**src/rtl/core/lcc_pkg.sv**
```systemverilog
// Shared types and constants for the LRU column cache directory.
// Used by lcc_cell and lru_column_cache_unit; no dependencies.
package lcc_pkg;

    localparam int COL_W     = 10;   // column index width
    localparam int SLOT_W    = 10;   // buffer slot width
    localparam int CNT_W     = 11;   // slot use count, holds up to 1024
    localparam int CFG_W     = 11;   // configuration data width
    localparam int CFG_IDX_W = 2;    // configuration register index width
    localparam int COL_SPAN  = 1024; // columns addressable by the index field

    localparam logic [CFG_W-1:0] MIN_CAPACITY = CFG_W'(2);

    localparam logic [CFG_IDX_W-1:0] CFG_ACTIVE   = CFG_IDX_W'(0);
    localparam logic [CFG_IDX_W-1:0] CFG_CAPACITY = CFG_IDX_W'(1);

    // Operation carried by an update wave along the cell row.
    typedef enum logic [1:0] {
        WM_FIND_COL,   // hit: find the column, then close the gap
        WM_FIND_FREE,  // fresh slot: append at the first empty cell
        WM_SHIFT       // close the gap from here and append at the tail
    } t_wave_mode;

    // One position of the LRU order, cell 0 is least recently used.
    typedef struct packed {
        logic              valid;
        logic [COL_W-1:0]  col;
        logic [SLOT_W-1:0] slot;
    } t_entry;

    // Update wave handed from a cell to its more-recent neighbor.
    typedef struct packed {
        logic              valid;
        t_wave_mode        mode;
        logic [COL_W-1:0]  col;
        logic [SLOT_W-1:0] slot;
    } t_wave;

endpackage

```
**src/rtl/core/lcc_cell.sv**
```systemverilog
// One cell of the LRU order row: holds one resident column and its slot.
// Takes an update wave from its older neighbor and hands it on; uses lcc_pkg.
module lcc_cell
    import lcc_pkg::*;
(
    input  logic   i_clk,
    input  logic   i_rst_n,
    input  t_wave  i_wave,
    input  t_entry i_upper,
    output t_entry o_entry,
    output t_wave  o_wave
);

    t_entry r_entry;
    t_entry n_entry;
    t_wave  r_wave;
    t_wave  n_wave;
    t_entry w_fresh;
    logic   w_take_shift;

    assign w_fresh = '{valid: 1'b1, col: i_wave.col, slot: i_wave.slot};

    always_comb begin
        n_entry      = r_entry;
        n_wave       = i_wave;
        n_wave.valid = 1'b0;
        w_take_shift = 1'b0;
        if (i_wave.valid) begin
            case (i_wave.mode)
                WM_FIND_COL: begin
                    if (r_entry.valid && (r_entry.col == i_wave.col)) begin
                        w_take_shift = 1'b1;
                    end else begin
                        n_wave.valid = 1'b1;
                    end
                end
                WM_FIND_FREE: begin
                    if (!r_entry.valid) begin
                        n_entry = w_fresh;
                    end else begin
                        n_wave.valid = 1'b1;
                    end
                end
                WM_SHIFT: begin
                    w_take_shift = 1'b1;
                end
                default: begin
                end
            endcase
        end
        // pull the newer neighbor down; the tail takes the requested column
        if (w_take_shift) begin
            if (i_upper.valid) begin
                n_entry      = i_upper;
                n_wave.valid = 1'b1;
                n_wave.mode  = WM_SHIFT;
            end else begin
                n_entry = w_fresh;
            end
        end
    end

    always_ff @(posedge i_clk) begin
        if (!i_rst_n) begin
            r_entry <= '0;
            r_wave  <= '0;
        end else begin
            r_entry <= n_entry;
            r_wave  <= n_wave;
        end
    end

    assign o_entry = r_entry;
    assign o_wave  = r_wave;

endmodule

```
**config.mk**
```make
export PLATFORM = sky130hd
export DESIGN_NAME = lcc_cell
export DESIGN_NICKNAME = d
export VERILOG_FILES = /design/src/rtl/core/lcc_pkg.sv /design/src/rtl/core/lcc_cell.sv
export SDC_FILE = /design/constraint.sdc
export NUM_CORES = 1
export LEC_CHECK = 0
export ABC_AREA = 1
export BUFFER_PORTS_ARGS = -buffer_cell sky130_fd_sc_hd__buf_2
export CELL_PAD_IN_SITES_DETAIL_PLACEMENT = 0
export CELL_PAD_IN_SITES_GLOBAL_PLACEMENT = 1
export CORE_ASPECT_RATIO = 1.25
export CORE_UTILIZATION = 32
export CTS_CLUSTER_DIAMETER = 150
export DETAILED_ROUTE_END_ITERATION = 10
export MAX_ROUTING_LAYER = met4
export PLACE_DENSITY = 0.82
export SKIP_LAST_GASP = 1
export SYNTH_ARGS = -nofsm -noshare
export SYNTH_HDL_FRONTEND = slang
export SYNTH_SLANG_ARGS = --single-unit
```
**constraint.sdc**
```tcl
create_clock -name i_clk -period 2 [get_ports i_clk]
set_clock_uncertainty 0.15 [all_clocks]
set_input_delay 0.1 -clock i_clk [delete_from_list [all_inputs] [get_ports i_clk]]
set_output_delay 0.1 -clock i_clk [all_outputs]
set_load 0.02 [all_outputs]
```
==> impl_metrics.csv, run 1 <==
group,metric,value,unit
grt,grt_pass1_wl,10370,µm
floorplanning,start_util,33.43,%
clocking,insertion_delay,290,ps
synth,syn_avg_cell_area,6.292,µm²
layout,area_growth,42.38,%
place,dpl_cell_area,2759,µm²
run,maxCapViolations,0,
critical_path,worstPathArrival,1940,ps
drt,drt_iter0_markers,104,
grt,grt_use_total,18.39,%
place,dp_slack,88.22,ps
clocking,numCtsBuffers,5,
synth,synth.distinct_cells,18,
pwr,p_leak,1.919,nW
synth,ys_warn_count,0,
synth,ys_seq_area_share,39.89,%
sta,fin_crit,1891,ps
floorplanning,fp.dieW,76.30,µm
clocking,h-tree-depth,2,
layout,final_nets,514,
layout,final_area,3144,µm²
critical_path,critPathSlowestCell,"dlygate4sd3_1",
synth,syn-cell-area,2208,µm²
sta,setup_ws,108.9,ps
run_status,outcome,"finished clean",
synth,synth_commonest_cells,"nand2_1, inv_1, dfxtp_1",
critical_path,crit_path_cell_trace,"dlygate4sd3_1, buf_2, inv_1, nand2_1, nand2_1, nand2_1, nor2_2, nand3_2, nand2_4, nand2_8, nand2_4, buf_4, nand3_1, nand2_1, inv_1",
grt,grt_overflow_total,0,
drt,wire_per_inst,11.37,µm
synth,synth_top_area_cell,"dfxtp_1",
place,gp_congestion,0.8859,
layout,finish.utilization,47.59,%
min_path,hold_path.class,"in2reg",
drt,vias,2407,
synth,synth_ff_type,"dfxtp_1",
drt,drt-total-wl,6322,µm
drt,drc,0,
critical_path,crit_fanout,11,
critical_path,crit_required,2050,ps
pwr,vdd_ir_drop_max,315.2,µV
clocking,cts-root-buf,"clkbuf_8",
floorplanning,io_pins,90,
layout,drive_above_1_share,26.01,%
sta,fmax,528.8,MHz
pwr,power_density,647.7,nW/µm²
sta,drv_slew,0,
synth,synth_most_common_cell,"nand2_1",
synth,syn_nets,397,
floorplanning,num_rows,33,
synth,synth_seq_cells,44,
synth,async_reset_ff_share,0,%
critical_path,critPathMostFrequentCell,"nand2_1",
drt,via_per_inst,4.329,
synth,synth_edf_count,0,
synth,netlist.area_leader.share,39.89,%
sta,finalCritPeriodShare,94.56,%
drt,dr.pass1.iters,4,
sta,grt_setup_unrepaired,"true",
drt,postRouteAntennaNets,0,
clocking,path_clk_slew,80,ps
synth,netlist_instances,351,
sta,setup_viol,0,
grt,grt_max_degree,24,
layout,antenna_cells,0,
clocking,cts_tree,"done",
floorplanning,dieHeight,94.88,µm
layout,fillers,726,
grt,grt_pass1_vias,2290,
floorplanning,core_area,6606,µm²
clocking,clk_path_buf_depth,2,
sta,slew_headroom,71.59,%
grt,grt_antenna_before_repair,0,
critical_path,critical_path_class,"in2reg",
critical_path,end_kind,"flop",
critical_path,slowest_delay,530,ps
clocking,clock_sinks,44,
sta,hold_viol,0,
synth,synthTopCellsByArea,"dfxtp_1, nand2_1, inv_1, nand3_1, nand4_1",
critical_path,worst_setup_path_start_kind,"input pin",
place,hpwl,4506,µm
floorplanning,fp.dieArea,7239,µm²
sta,tightestPinTransition,426.2,ps
place,portBuffers,89,
## logic make-up (layout without fill, tap and decap cells)
logic type | after synthesis | after routing | synth area share, %
AOI/OAI and AO/OA | 5 | 5 | 1.190
buffers and inverters | 116 | 234 | 21.19
DFF | 44 | 44 | 39.89
and+or+nand+nor | 186 | 186 | 37.73
## cell type report
| class | count | area [µm²] | share of cell area, % |
|---|---|---|---|
| Clock buffer | 8 | 90.09 | 2.865 |
| Inverter | 97 | 364.1 | 11.58 |
| Multi-Input combinational cell | 191 | 882.1 | 28.05 |
| Sequential cell | 44 | 880.8 | 28.01 |
| Tap cell | 87 | 108.9 | 3.462 |
| Timing Repair Buffer | 129 | 818.3 | 26.02 |
## where the power goes
part / internal (mW) / leakage [nW] / switching (mW) / total (mW)
sequential: 0.935 / 0.365 / 0.0266 / 0.961
combinational: 0.203 / 1.51 / 0.297 / 0.500
clock: 0.282 / 0.0455 / 0.293 / 0.575
## routing by layer
| metal | up-vias | GRT usage (%) | wire (µm) |
|---|---|---|---|
| li1 | 1265 | - | - |
| met1 | 1044 | 21.72 | 2829 |
| met2 | 90 | 32.66 | 3067 |
| met3 | 8 | 3.285 | 383 |
| met4 | 0 | 3.846 | 42 |
| met5 | - | - | 0 |
## worst paths after layout
check	from	endpoint	slack [ps]	cells after the start
worst max-delay path	i_wave[16]	o_entry[19]$_SDFFE_PN0P_	110	15
worst min register to register	o_entry[20]$_SDFFE_PN0P_	o_wave[22]$_SDFF_PN0_	390	2
worst max register to register	o_entry[19]$_SDFFE_PN0P_	o_entry[19]$_SDFFE_PN0P_	170	12
worst min-delay path	i_upper[12]	o_entry[12]$_SDFFE_PN0P_	20	5
## flip-flops by register name, indices dropped and copies added (netlist names)
register,cells
o_entry,21
o_wave,23
## per-stage QoR
stage	instances	TNS (ps)	power (mW)	hold WS (ps)
2_1_floorplan	351	0	1.267	43.45
3_3_place_gp	521	0	1.430	147.9
3_5_place_dp	521	0	1.434	148.9
4_1_cts	552	0	2.054	8.839
5_1_grt	556	-91.33	2.165	31.68
6_report	556	0	2.037	15.01
## cell usage in the layout (no fill, tap or decap)
master and count:
nand2_1 113, nor2_1 3, dfxtp_1 44, clkinv_1 19
buf_6 2, nand2_4 2, nand3_2 2, a21oi_2 1
buf_2 89, inv_2 1, nand2_8 1, inv_1 77
buf_4 14, nand3_1 42, o21ai_0 1, clkbuf_8 6
nor2_2 3, clkbuf_1 2, a21oi_1 2, a31oi_1 1
dlygate4sd3_1 23, buf_8 1, nand4_1 20
## worst max-delay path, delay by kind of cell
family	cells	cell delay, ps
buffers and inverters	5	940
and+or+nand+nor	10	890
## what timing repair did
action | in CTS | in global routing
endpoints found under the hold margin | 38 | 0
endpoints found under the setup margin | 0 | 18
resized for setup | 0 | 10
hold buffers | 23 | 0
buffers inserted | 0 | 4
Note: power is estimated with default switching activity, not from simulation.
==> inputs of run 2 (changes only) <==
--- a/config.mk
+++ b/config.mk
@@ -11,6 +11,7 @@
 export CELL_PAD_IN_SITES_GLOBAL_PLACEMENT = 1
 export CORE_ASPECT_RATIO = 1.25
 export CORE_UTILIZATION = 32
+export CTS_BUF_LIST = sky130_fd_sc_hd__clkbuf_16
 export CTS_CLUSTER_DIAMETER = 150
 export DETAILED_ROUTE_END_ITERATION = 10
 export MAX_ROUTING_LAYER = met4
==> impl_metrics.csv, run 2 (synthesis results as in run 1) <==
group,metric,value,unit
place,gp_congestion,0.8859,
pwr,p_clk_share,34.3,%
layout,largest_reg_flops,23,
run,maxCapViolations,0,
pwr,netSwitchingPower,0.6502,mW
drt,vias,2424,
grt,grt_util_met3,2.995,%
grt,top_usage_layer,"met2",
pwr,power.internal,1.596,mW
critical_path,crit_cells,14,
layout,layout_common_cells,"nand2_1, buf_2, inv_1",
critical_path,crit_required,2030,ps
critical_path,worstPathArrival,1910,ps
sta,drv_slew,0,
pwr,p_comb_share,22.8,%
pwr,power_density,690.5,nW/µm²
clocking,clk_path_buf_depth,2,
drt,postRouteAntennaNets,0,
critical_path,critical_path_class,"in2reg",
sta,slew_headroom,71.20,%
place,portBuffers,89,
floorplanning,fp.dieArea,7239,µm²
drt,wire_per_inst,11.68,µm
critical_path,crit_fanout,8,
sta,setup_ws,117.5,ps
sta,fin_crit,1882,ps
floorplanning,io_pins,90,
layout,finish.utilization,49.24,%
layout,drive_above_1_share,26.33,%
sta,setup_viol,0,
critical_path,worst_setup_path_start_kind,"input pin",
floorplanning,fp.dieW,76.30,µm
grt,grt_antenna_before_repair,0,
drt,drt-total-wl,6519,µm
clocking,cts_tree,"done",
pwr,seqPwrFrac,42.9,%
drt,via_per_inst,4.344,
min_path,hold_depth,5,
critical_path,path_delay_family,"buffers and inverters",
layout,area_growth,47.31,%
sta,tightestPinTransition,431.6,ps
grt,grt_max_degree,24,
min_path,hold_path.class,"in2reg",
sta,hold_viol,0,
critical_path,critPathSlowestCell,"dlygate4sd3_1",
layout,mostFrequentLayoutCell,"nand2_1",
grt,grt_use_total,18.43,%
critical_path,slowest_delay,520,ps
grt,grt_use_met1,21.78,%
grt,met2_usage,32.66,%
drt,drc,0,
pwr,swShare,28.95,%
clocking,cts-root-buf,"clkbuf_16",
clocking,path_clk_slew,60,ps
run_status,outcome,"finished clean",
clocking,insertion_delay,280,ps
grt,grt_pass1_wl,10350,µm
critical_path,crit_path_cell_trace,"dlygate4sd3_1, buf_2, inv_1, nand2_1, nand3_1, nor2_2, nand3_2, nand2_4, nand3_4, buf_4, nand2_1, nand3_1, nand2_1, inv_1",
grt,grt_overflow_total,0,
pwr,p_leak,1.972,nW
floorplanning,dieHeight,94.88,µm
place,hpwl,4506,µm
layout,antenna_cells,0,
floorplanning,num_rows,33,
critical_path,critPathMostFrequentCell,"nand2_1",
drt,dr.pass1.iters,4,
floorplanning,start_util,33.43,%
clocking,clock_sinks,44,
drt,drt_iter0_markers,127,
pwr,vdd_ir_drop_max,393.9,µV
place,dp_slack,88.22,ps
place,placed_cells,521,
sta,fmax,531.2,MHz
grt,grt_pass1_vias,2291,
sta,finalCritPeriodShare,94.12,%
clocking,h-tree-depth,2,
layout,final_cells,558,
floorplanning,core_area,6606,µm²
critical_path,end_kind,"flop",
critical_path,crit_buf_inv,5,
critical_path,worstRegToRegCells,12,
clocking,numCtsBuffers,5,
layout,final_nets,516,
-- run 2: changes by cell type in the layout (fill, tap and decap cells not counted), moves of 2 or more --
cell / delta
clkbuf_8: -6
clkbuf_16: +6
buf_8: +2
inv_1: +2
clkbuf_1: -2
-- run 2: cell type report --
cell class / instances / area (µm²)
clock buffer: 5 / 125.1
clock inverter: 3 / 11.26
fill: 717 / 3353
inverter: 97 / 364.1
multi-input combinational: 191 / 897.1
sequential: 44 / 880.8
tap: 87 / 108.9
timing repair buffer: 131 / 865.8
-- run 2: metal layers --
layer  wire (µm)  part of all wire [%]
met5           0                     0
met4          57                  0.87
met3         308                   4.7
met2        3072                    47
met1        3080                    47
-- run 2: path summary, 6_finish.rpt --
kind	startpoint	to	slack (ps)
setup / recovery	i_wave[10]	o_entry[16]$_SDFFE_PN0P_	120
hold / removal	i_wave[14]	o_entry[14]$_SDFFE_PN0P_	3
setup reg to reg	o_entry[19]$_SDFFE_PN0P_	o_entry[16]$_SDFFE_PN0P_	160
hold reg to reg	o_entry[20]$_SDFFE_PN0P_	o_wave[22]$_SDFF_PN0_	380
-- run 2: worst reg2reg max path, stage by stage (launching register included) --
cell     delay (ps)
dfxtp_1         380
inv_1            70
a21oi_1         130
nand2_1          80
nor2_2          120
nand3_2         110
nand2_4         150
nand3_4         120
buf_4           210
nand2_1          70
nand3_1          70
nand2_1          60
inv_1            30
-- run 2: stage by stage --
step	hold WS [ps]	area, µm²	power (mW)	TNS, ps
detailed placement	148.9	2759	1.434	0
finish	2.887	3253	2.246	0
floorplan	43.45	2208	1.267	0
global route	46.87	3253	2.366	-54.47
CTS	8.500	3115	2.251	0
global placement	147.9	2759	1.430	0
-- run 2: what timing repair did --
action | 4_1_cts | 5_1_grt
setup buffers | 0 | 7
hold endpoints to repair | 32 | 0
setup endpoints to repair | 0 | 19
resized for setup | 0 | 16
hold buffers | 22 | 0
-- run 2: power by group through the flow --
stage,logic (mW),registers [mW],clock network [mW]
2_1_floorplan,0.212,1.05,0
3_3_place_gp,0.448,0.982,0
3_5_place_dp,0.452,0.982,0
4_1_cts,0.487,0.962,0.802
5_1_grt,0.571,0.969,0.826
6_report,0.513,0.963,0.771
